--- config.mk ---
export PLATFORM = sky130hd
export DESIGN_NAME = linear_interp_resampler
export DESIGN_NICKNAME = d
export VERILOG_FILES = /design/src/rtl/lir_pkg.sv /design/src/rtl/lir_interp.sv /design/src/rtl/linear_interp_resampler.sv
export SDC_FILE = /design/constraint.sdc
export NUM_CORES = 2
export LEC_CHECK = 0
export ABC_AREA = 1
export BUFFER_PORTS_ARGS = -buffer_cell sky130_fd_sc_hd__buf_4
export CAP_MARGIN = 25
export CORE_MARGIN = 5
export CORE_UTILIZATION = 53
export CTS_BUF_LIST = sky130_fd_sc_hd__clkbuf_16
export CTS_CLUSTER_DIAMETER = 80
export CTS_CLUSTER_SIZE = 10
export DETAILED_ROUTE_END_ITERATION = 7
export MAX_ROUTING_LAYER = met4
export PLACE_DENSITY = 0.7
export SYNTH_ARGS = -nofsm -noshare
export SYNTH_HDL_FRONTEND = slang
export SYNTH_HIERARCHICAL = 1
export SYNTH_SLANG_ARGS = --single-unit
export TNS_END_PERCENT = 1
--- constraint.sdc ---
create_clock -name clk -period 20.7 [get_ports clk]
set_input_delay 4.14 -clock clk [delete_from_list [all_inputs] [get_ports clk]]
set_output_delay 4.14 -clock clk [all_outputs]
set_load 0.005 [all_outputs]
--- src/rtl/lir_pkg.sv ---
// Shared constants for the linear interpolation resampler.
package lir_pkg;

  // Width of every configuration register.
  localparam int REG_W = 24;

  // Width of the configuration register index.
  localparam int CFG_IDX_W = 2;

  // Configuration register indexes.
  localparam logic [CFG_IDX_W-1:0] CFG_STEP       = 2'd0;
  localparam logic [CFG_IDX_W-1:0] CFG_IN_LENGTH  = 2'd1;
  localparam logic [CFG_IDX_W-1:0] CFG_OUT_LENGTH = 2'd2;

  // Reset values of the block length registers.
  localparam logic [REG_W-1:0] IN_LENGTH_RESET  = 24'd1;
  localparam logic [REG_W-1:0] OUT_LENGTH_RESET = 24'd1;

endpackage

--- src/rtl/lir_interp.sv ---
// Shared interpolation unit: registered multiply, then add and round toward zero.
module lir_interp #(
  parameter int SAMPLE_BITS = 24,
  parameter int FRAC_BITS   = 16
) (
  input  logic                          clk,
  input  logic                          en,
  input  logic signed [SAMPLE_BITS-1:0] prev,
  input  logic signed [SAMPLE_BITS-1:0] cur,
  input  logic        [FRAC_BITS-1:0]   frac,
  output logic signed [SAMPLE_BITS-1:0] result
);

  localparam int DIFF_W = SAMPLE_BITS + 1;
  localparam int PROD_W = SAMPLE_BITS + FRAC_BITS + 2;

  logic signed [DIFF_W-1:0] diff;
  logic signed [FRAC_BITS:0] frac_s;
  logic signed [PROD_W-1:0] prod;
  logic signed [PROD_W-1:0] num;
  logic signed [PROD_W-1:0] quot;

  // Difference between the two neighbouring samples and the signed fraction.
  assign diff   = DIFF_W'(cur) - DIFF_W'(prev);
  assign frac_s = signed'({1'b0, frac});

  // The product is registered before the accumulate step.
  always_ff @(posedge clk) begin
    if (en) begin
      prod <= PROD_W'(diff) * PROD_W'(frac_s);
    end
  end

  // prev * 1.0 + product, then divide by 1.0 with truncation toward zero.
  always_comb begin
    num  = (PROD_W'(prev) <<< FRAC_BITS) + prod;
    quot = num >>> FRAC_BITS;
    if (num[PROD_W-1] && (|num[FRAC_BITS-1:0])) begin
      quot = quot + PROD_W'(1);
    end
  end

  assign result = quot[SAMPLE_BITS-1:0];

endmodule

--- src/rtl/linear_interp_resampler.sv ---
// Top level of the linear interpolation sample rate converter.
// After an input transaction is accepted the block stays busy until it returns to idle: the
// first input of a block skips the interpolation loop, each interpolated output passes the
// loop and add states, each output past the per-input cap passes the loop state only and each
// repeated final sample passes the repeat state; output back-pressure holds the block longer.
// It takes no new input while busy, set by the shared multiplier and the single output register.
// Reset (rst, synchronous) restores the configuration and control registers and clears all block counters.
module linear_interp_resampler #(
  parameter int SAMPLE_BITS  = 24,
  parameter int FRAC_BITS    = 16,
  parameter int MAX_UPSAMPLE = 64
) (
  input  logic                                 clk,
  input  logic                                 rst,
  // Configuration write port
  input  logic                                 cfg_we,
  input  logic [lir_pkg::CFG_IDX_W-1:0]        cfg_index,
  input  logic [lir_pkg::REG_W-1:0]            cfg_data,
  // Input stream
  input  logic                                 s_axis_tvalid,
  output logic                                 s_axis_tready,
  input  logic [((SAMPLE_BITS+7)/8)*8-1:0]     s_axis_tdata,  // sample_in
  // Output stream
  output logic                                 m_axis_tvalid,
  input  logic                                 m_axis_tready,
  output logic [((SAMPLE_BITS+7)/8)*8-1:0]     m_axis_tdata,  // sample_out
  output logic                                 m_axis_tlast
);

  localparam int TDATA_W = ((SAMPLE_BITS + 7) / 8) * 8;
  localparam int REG_W   = lir_pkg::REG_W;
  localparam int POS_W   = REG_W + 1;
  localparam int N_W     = $clog2(MAX_UPSAMPLE + 1);
  localparam logic [POS_W-1:0] ONE_POS = POS_W'(1) << FRAC_BITS;

  typedef enum logic [4:0] {
    S_IDLE   = 5'b00001,
    S_LOOP   = 5'b00010,
    S_ADD    = 5'b00100,
    S_REPEAT = 5'b01000,
    S_DONE   = 5'b10000
  } state_t;

  state_t state;

  // Configuration registers
  logic [REG_W-1:0] step;
  logic [REG_W-1:0] in_length;
  logic [REG_W-1:0] out_length;

  // Block state
  logic signed [SAMPLE_BITS-1:0] prev_sample;
  logic [POS_W-1:0]              rel_position;
  logic [REG_W-1:0]              input_count;
  logic [REG_W-1:0]              output_count;

  // Per-transaction working registers
  logic signed [SAMPLE_BITS-1:0] cur;
  logic [REG_W-1:0]              step_eff;
  logic                          is_last;
  logic                          last_pend;
  logic [N_W-1:0]                n_cnt;

  // Output register
  logic [SAMPLE_BITS-1:0]        out_data;
  logic                          out_valid;
  logic                          out_last;

  logic                          accept;
  logic                          out_free;
  logic                          out_load;
  logic                          mul_en;
  logic                          loop_go;
  logic                          cap_room;
  logic                          cap_more;
  logic                          len_room;
  logic                          len_more;
  logic [POS_W-1:0]              rel_sum;
  logic                          last_now;
  logic signed [SAMPLE_BITS-1:0] interp_val;

  assign accept        = s_axis_tvalid && s_axis_tready;
  assign s_axis_tready = (state == S_IDLE);
  assign out_free      = !out_valid || m_axis_tready;

  assign m_axis_tvalid = out_valid;
  assign m_axis_tdata  = TDATA_W'(out_data);
  assign m_axis_tlast  = out_last;

  // Loop conditions and look-ahead for the final result of this transaction.
  assign cap_room = n_cnt < N_W'(MAX_UPSAMPLE);
  assign cap_more = n_cnt < N_W'(MAX_UPSAMPLE - 1);
  assign len_room = output_count < out_length;
  assign len_more = ({1'b0, output_count} + POS_W'(1)) < {1'b0, out_length};
  assign rel_sum  = rel_position + {1'b0, step_eff};
  assign loop_go  = len_room && (rel_position < ONE_POS);
  assign mul_en   = (state == S_LOOP) && loop_go && cap_room;
  assign last_now = !(cap_more && len_more && ((rel_sum < ONE_POS) || is_last));

  // A new result enters the output register in this cycle.
  assign out_load = out_free && ((state == S_ADD) ||
                    ((state == S_REPEAT) && is_last && len_room && cap_room));

  lir_interp #(
    .SAMPLE_BITS (SAMPLE_BITS),
    .FRAC_BITS   (FRAC_BITS)
  ) u_interp (
    .clk    (clk),
    .en     (mul_en),
    .prev   (prev_sample),
    .cur    (cur),
    .frac   (rel_position[FRAC_BITS-1:0]),
    .result (interp_val)
  );

  // Configuration writes; an unknown index is ignored.
  always_ff @(posedge clk) begin
    if (rst) begin
      step       <= REG_W'(ONE_POS);
      in_length  <= lir_pkg::IN_LENGTH_RESET;
      out_length <= lir_pkg::OUT_LENGTH_RESET;
    end else if (cfg_we) begin
      unique case (cfg_index)
        lir_pkg::CFG_STEP:       step       <= cfg_data;
        lir_pkg::CFG_IN_LENGTH:  in_length  <= cfg_data;
        lir_pkg::CFG_OUT_LENGTH: out_length <= cfg_data;
        default: ;
      endcase
    end
  end

  // Sequencer over the shared interpolation unit.
  always_ff @(posedge clk) begin
    if (rst) begin
      state        <= S_IDLE;
      prev_sample  <= '0;
      rel_position <= '0;
      input_count  <= '0;
      output_count <= '0;
      n_cnt        <= '0;
      is_last      <= 1'b0;
      last_pend    <= 1'b0;
      out_valid    <= 1'b0;
      out_last     <= 1'b0;
    end else begin
      // The output register empties when its transaction completes and nothing new enters.
      if (out_valid && m_axis_tready && !out_load) begin
        out_valid <= 1'b0;
      end

      unique case (state)
        S_IDLE: begin
          if (accept) begin
            cur      <= s_axis_tdata[SAMPLE_BITS-1:0];
            step_eff <= (step == '0) ? REG_W'(1) : step;
            is_last  <= ({1'b0, input_count} + POS_W'(1)) >= {1'b0, in_length};
            n_cnt    <= '0;
            state    <= (input_count != '0) ? S_LOOP : S_REPEAT;
          end
        end

        S_LOOP: begin
          if (loop_go) begin
            rel_position <= rel_sum;
            output_count <= output_count + REG_W'(1);
            if (cap_room) begin
              last_pend <= last_now;
              n_cnt     <= n_cnt + N_W'(1);
              state     <= S_ADD;
            end
          end else begin
            state <= S_REPEAT;
          end
        end

        S_ADD: begin
          if (out_free) begin
            out_data  <= interp_val;
            out_last  <= last_pend;
            out_valid <= 1'b1;
            state     <= S_LOOP;
          end
        end

        S_REPEAT: begin
          // Pending outputs repeat the final sample of the block.
          if (is_last && len_room && cap_room) begin
            if (out_free) begin
              out_data     <= cur;
              out_last     <= !(cap_more && len_more);
              out_valid    <= 1'b1;
              output_count <= output_count + REG_W'(1);
              n_cnt        <= n_cnt + N_W'(1);
            end
          end else begin
            state <= S_DONE;
          end
        end

        S_DONE: begin
          prev_sample <= cur;
          if (is_last) begin
            rel_position <= '0;
            input_count  <= '0;
            output_count <= '0;
          end else begin
            if (input_count != '0) begin
              rel_position <= (rel_position >= ONE_POS) ? (rel_position - ONE_POS) : '0;
            end
            input_count <= input_count + REG_W'(1);
          end
          state <= S_IDLE;
        end

        default: state <= S_IDLE;
      endcase
    end
  end

`ifndef SYNTHESIS
  // Never more results per transaction than the cap allows.
  a_cap_bound: assert property (@(posedge clk) disable iff (rst)
    n_cnt <= N_W'(MAX_UPSAMPLE))
    else $error("result count exceeds the per-input cap");

  // A new result is only loaded when the output register is free.
  a_no_overwrite: assert property (@(posedge clk) disable iff (rst)
    (out_valid && !m_axis_tready && (state == S_ADD)) |=> (state == S_ADD))
    else $error("output register overwritten while stalled");

  // The end of a block clears every block counter.
  a_block_clear: assert property (@(posedge clk) disable iff (rst)
    ((state == S_DONE) && is_last) |=>
      ((input_count == '0) && (output_count == '0) && (rel_position == '0)))
    else $error("block counters not cleared at block end");
`endif

endmodule
# == After elaboration in Yosys (flattened, before gate mapping) ==
# Index checks and enable logic that the tools add are counted.
# word_totals
regBits,299
inputBits,55
output_inout_bits,27
elab_cells,133
# op_classes
add_sub_neg,10
n_mul,1
n_lt_le_gt_ge,8
n_eq_ne,17
n_mux,37
bitwise,1
reduce_logical,42
# ops
cell,count
24-bit 2-to-1 mux,9
25-bit 2-to-1 mux,4
24-bit one-hot mux with 3 select lines,1
24-bit by 1-bit adder with 25-bit output (second input constant),2
25-bit by 17-bit < comparator with 1-bit output (second input constant),2
25-bit one-hot mux with 2 select lines,1
24-bit by 1-bit adder with 24-bit output (second input constant),2
24-bit one-hot mux with 2 select lines,1
40-bit by 42-bit adder with 42-bit output,1
25-bit by 17-bit multiplier with 42-bit output,1
7-bit 2-to-1 mux,5
25-bit by 24-bit adder with 25-bit output,1
25-bit by 17-bit greater-or-equal comparator with 1-bit output (second input constant),1
25-bit by 24-bit greater-or-equal comparator with 1-bit output,1
25-bit by 24-bit < comparator with 1-bit output,1
5-bit 2-to-1 mux,5
24-bit by 24-bit subtractor with 25-bit output,1
25-bit by 17-bit subtractor with 25-bit output (second input constant),1
24-bit by 2-bit adder with 24-bit output (second input constant),1
24-bit logical NOT,1
24-bit < comparator,1
24-bit nonzero test,1
7-bit one-hot mux with 3 select lines,1
5-bit one-hot mux with 4 select lines,1
other kinds (29),70

# == Depth between registers and ports, before layout ==
# logic_depth
word_depth,12
depth_mapped,37
mapped_depth_nobuf,37

# == Hierarchy ==
# The synthesis kept the hierarchy.
# by_module_without_submodules
module,instances,cells_each,area_each_um2,seq_area_each_um2
lir_interp,1,2562,19727.7,1261.2
linear_interp_resampler,1,2010,14612.8,5865.6

# == Worst setup path before layout ==
# Ideal clock, no wire load.
# synth_timing
kind,flip-flop to flip-flop
from,reg cur[0]
to,reg u_interp.prod[41] (data pin)
t_arrival_ps,7106
path_slack_ps,13338
stages_incl_launch_ff,35
n_path_buf,1
path_cell_list,edfxtp_1 -> inv_1 -> ha_1 -> fa_1 -> nand3b_1 -> nand2_1 -> nand3_1 -> nand3_1 -> nand3_1 -> nand2_1 -> a21oi_1 -> or2_1 -> buf_2 -> nand2_2 -> nor2_1 -> fa_1 -> inv_1 -> fa_1 -> fa_1 -> inv_1 -> fa_1 -> fa_1 -> inv_1 -> fa_1 -> inv_1 -> ha_1 -> nand2_1 -> nor2_1 -> nand2_1 -> o311ai_0 -> a21oi_1 -> nor2_1 -> nor2_1 -> nand2_1 -> nand2_1
# synth_via
elab_chain_len,2
# synth_rtl
item,line,source
start: declaration,linear_interp_resampler.sv:58,logic signed [SAMPLE_BITS-1:0] cur;
start signal: assignment,linear_interp_resampler.sv:154,cur <= s_axis_tdata[SAMPLE_BITS-1:0];
24-bit by 24-bit subtractor with 25-bit output,lir_interp.sv:24,assign diff = DIFF_W'(cur) - DIFF_W'(prev);
25-bit by 17-bit multiplier with 42-bit output,lir_interp.sv:30,prod <= PROD_W'(diff) * PROD_W'(frac_s);
end signal: assignment,lir_interp.sv:30,
end: declaration,lir_interp.sv:19,logic signed [PROD_W-1:0] prod;
# No other way between the ends.
# A chain may end at the register's enable or synchronous reset.

# == Worst setup path in the final report ==
# layout_timing
from,reg cur[10]
to,reg u_interp.prod[40] (data pin)
# Same word-level chain as after synthesis.

==> summary.txt <==
Detailed routing
  • Drt first pass iters: 6
  • Antenna-violating nets left: 0
  • Total wire length: just under 100000 um
  • Routed len/inst: 18.10 um
  • Via density per instance: 5.354
  • Residual DRC: 0
  • Number of DRC markers in iteration 0: 2382
  • Via count: about 29000

Placed design
  • GP Congestion: 0.9744
  • Placed Instance Area: roughly 0.036 mm2
  • Dpl ws: ~12 ns
  • DP HPWL: 78690 um
  • Total placed cells including tap cells: 5393
  • Buffers on Ports: 81

Clocking
  • Postcts setup bufs: 0
  • CTS Buf Count: 36
  • Hold_buf cts: 0
  • Maximum buffer depth of the clock tree: 3
  • H-Tree Depth: 2
  • Clock-pin slew on the worst setup and hold paths: 0.06 ns
  • Clk sink count: roughly 300
  • TritonCTS clock tree: built
  • Post-cts resize count: 0
  • Root buffer cell: clkbuf_16
  • Clk_lat worst skew: around 0.57 ns

Floorplan
  • Core Box Area: approximately 0.064 mm2
  • Die area: 0.06998 mm2
  • Row cnt: 93
  • Starting density of the core: 53.37%
  • Die Span X: 264.5 um
  • Die height: 264.5 um
  • I/O Pins: 82

Synthesis
  • Count leader, synth: nand2_1
  • Synth Area in Compound Gates: under 10%
  • Post-Syn Nets: 5274
  • Post-synth EDFFs: 114
  • Synthesized area per cell: about 7.5 um2
  • Post-synth top flop: dfxtp_1
  • Synth area leader: fa_1
  • Netlist cell types: a little under 60
  • Largest family of logic cells by synthesized area: adder cells
  • Register area share after synthesis: between 20% and 30%
  • Number of synthesized register bits: between 200 and 300
  • Top cell type's share of synthesized area: 22.97%
  • Synth warn: 6
  • Post-synthesis adder-cell area fraction: 32.19%
  • Mapped cell area: between 0.03 and 0.04 mm2
  • Ys async rst share: 0%
  • Mapped Cells: 4572
  • Simple-gate portion of the synthesized area: 24.71%
  • Most frequent cells after synthesis: 1009 x nand2_1, 862 x inv_1, 530 x nor2_1
  • Mux cell area share after synthesis: 0%
  • Synth area leaders: fa_1 23%, nand2_1 11%, dfxtp_1 11%, edfxtp_1 10%, inv_1 9.4%
  • XOR/XNOR Fraction of Synth Area: 3.108%

Pwr
  • Design Power: roughly 2.6 mW
  • VDD IR max: around 0.067 mV
  • Pwr dens: roughly 71 mW/mm2
  • P_leak: 18.49 nW

STA
  • WHS: 0.4283 ns
  • Fin. max-slew vios: 0
  • Worst-margin pin slew: 1.115 ns
  • Post-layout min period: 8.813 ns
  • Post-Route Setup TNS: 0 ns
  • Clock Skew: 0.02807 ns
  • Final period util: 42.57%
  • Final WS setup: 11.89 ns
  • Rel. slew slack: ~25%
  • Final setup violation count: 0
  • Fmax achieved: 113.5 MHz
  • RSZ-0062 raised after global routing: false
  • Hold Vio Cnt, Final: 0

Critical path
  • CP max FO: 11
  • Crit. End Element: register
  • Worst path slowest cell: nor3_1
  • Worst EP arrival: 9.13 ns
  • CP required: 21.02 ns
  • Setup CP Type: register to register
  • Critical Path Source Type: register
  • Worst path max stage delay: between 0.7 and 0.8 ns

Global routing
  • Largest net degree at the start of global routing: 118
  • Initial antenna violation count: 1
  • Total gr overflow: 0
  • Vias in the first global route: about 29000
  • First-pass GRT wire length: 155700 um
  • GR Util All Layers: approximately 29%

Final layout
  • Layout cell share with drive strength beyond 1: under 10%
  • Finished Layout Cells: 5456
  • Area grow syn2layout: 7.094%
  • Util after Layout: approximately 57%
  • Net count, final: 5280
  • Final instance area: between 0.03 and 0.04 mm2

Run status
  • Outcome: finished, final reports clean

Flow run
  • Max_cap viols: 0

Hold path
  • Hold crit path type: register to register
-- where the power goes --
part	internal (mW)	switching, mW	total, mW
registers	0.693	0.0498	0.743
clock network	0.323	0.257	0.580
logic	0.428	0.843	1.27
total	1.44	1.15	2.59
-- per-layer routing --
| layer | track usage, % | share of wire [%] | up-vias |
|---|---|---|---|
| met5 | - | 0 | - |
| met4 | 12.48 | 5.1 | 0 |
| met3 | 4.279 | 6.1 | 256 |
| met2 | 47.02 | 48 | 961 |
| met1 | 35.46 | 41 | 13830 |
| li1 | - | - | 14160 |
-- path summary, 6_finish.rpt --
path / slack (ns) / startpoint / endpoint / depth (start not counted)
worst max register to register: 11.89 / cur[10]$_DFFE_PP_ / u_interp/prod[40]$_DFFE_PP_ / 33
worst min-delay path: 0.43 / step[18]$_SDFFE_PP0P_ / step_eff[18]$_SDFFCE_PN0P_ / 0
worst min register to register: 0.43 / step[18]$_SDFFE_PP0P_ / step_eff[18]$_SDFFCE_PN0P_ / 0
worst max-delay path: 11.89 / cur[10]$_DFFE_PP_ / u_interp/prod[40]$_DFFE_PP_ / 33
-- sequential cells by signal, indices dropped and copies added, names as in the netlist, 7 cells and up --
signal / flops
input_count: 24
n_cnt: 7
in_length: 24
step_eff: 24
u_interp/prod: 42
prev_sample: 24
out_length: 24
output_count: 24
step: 24
rel_position: 25
m_axis_tdata: 24
cur: 24
-- cells in the final DEF, fill, tap and decap left out, types with 17 or more instances in the layout --
| master | n |
|---|---|
| ha_1 | 253 |
| or2_2 | 37 |
| edfxtp_1 | 114 |
| buf_4 | 107 |
| nand2_2 | 24 |
| o21bai_1 | 17 |
| fa_1 | 394 |
| nand3_1 | 200 |
| nor2_2 | 17 |
| a21oi_1 | 230 |
| nand4_1 | 63 |
| inv_1 | 879 |
| nor4_1 | 26 |
| xor2_1 | 85 |
| nand2_1 | 1009 |
| xnor2_1 | 35 |
| clkbuf_16 | 37 |
| inv_2 | 21 |
| nor3_1 | 32 |
| dfxtp_1 | 185 |
| o21ai_0 | 153 |
| nor2_1 | 529 |
-- cell type report --
type / instances / area [um2]
well taps: 855 / 1070
repair buffers: 111 / 890.9
multi-input cells: 3237 / 23280
clock buffers: 37 / 925.9
fillers: 6120 / 27570
flip-flops and latches: 299 / 7127
clock inverters: 23 / 130.1
inverters: 893 / 3353
diodes: 1 / 2.502
-- cell families after synthesis --
| logic type | count (synthesis) |
|---|---|
| simple gates | 1988 |
| buf+inv | 1036 |
| fa+ha+maj | 647 |
| compound gates | 481 |
| flops | 299 |
| xor+xnor | 121 |
-- critical path: cells and delay by family (launching register included) --
| kind | cells | cell delay, ns |
|---|---|---|
| buffers and inverters | 6 | 0.41 |
| xor gates and xnor gates | 1 | 0.07 |
| adders and majority gates | 8 | 3.85 |
| and+or+nand+nor | 16 | 3.31 |
| DFF | 1 | 0.42 |
| AOI/OAI and AO/OA | 2 | 0.52 |
No activity file was read; power rests on OpenSTA's default activity.
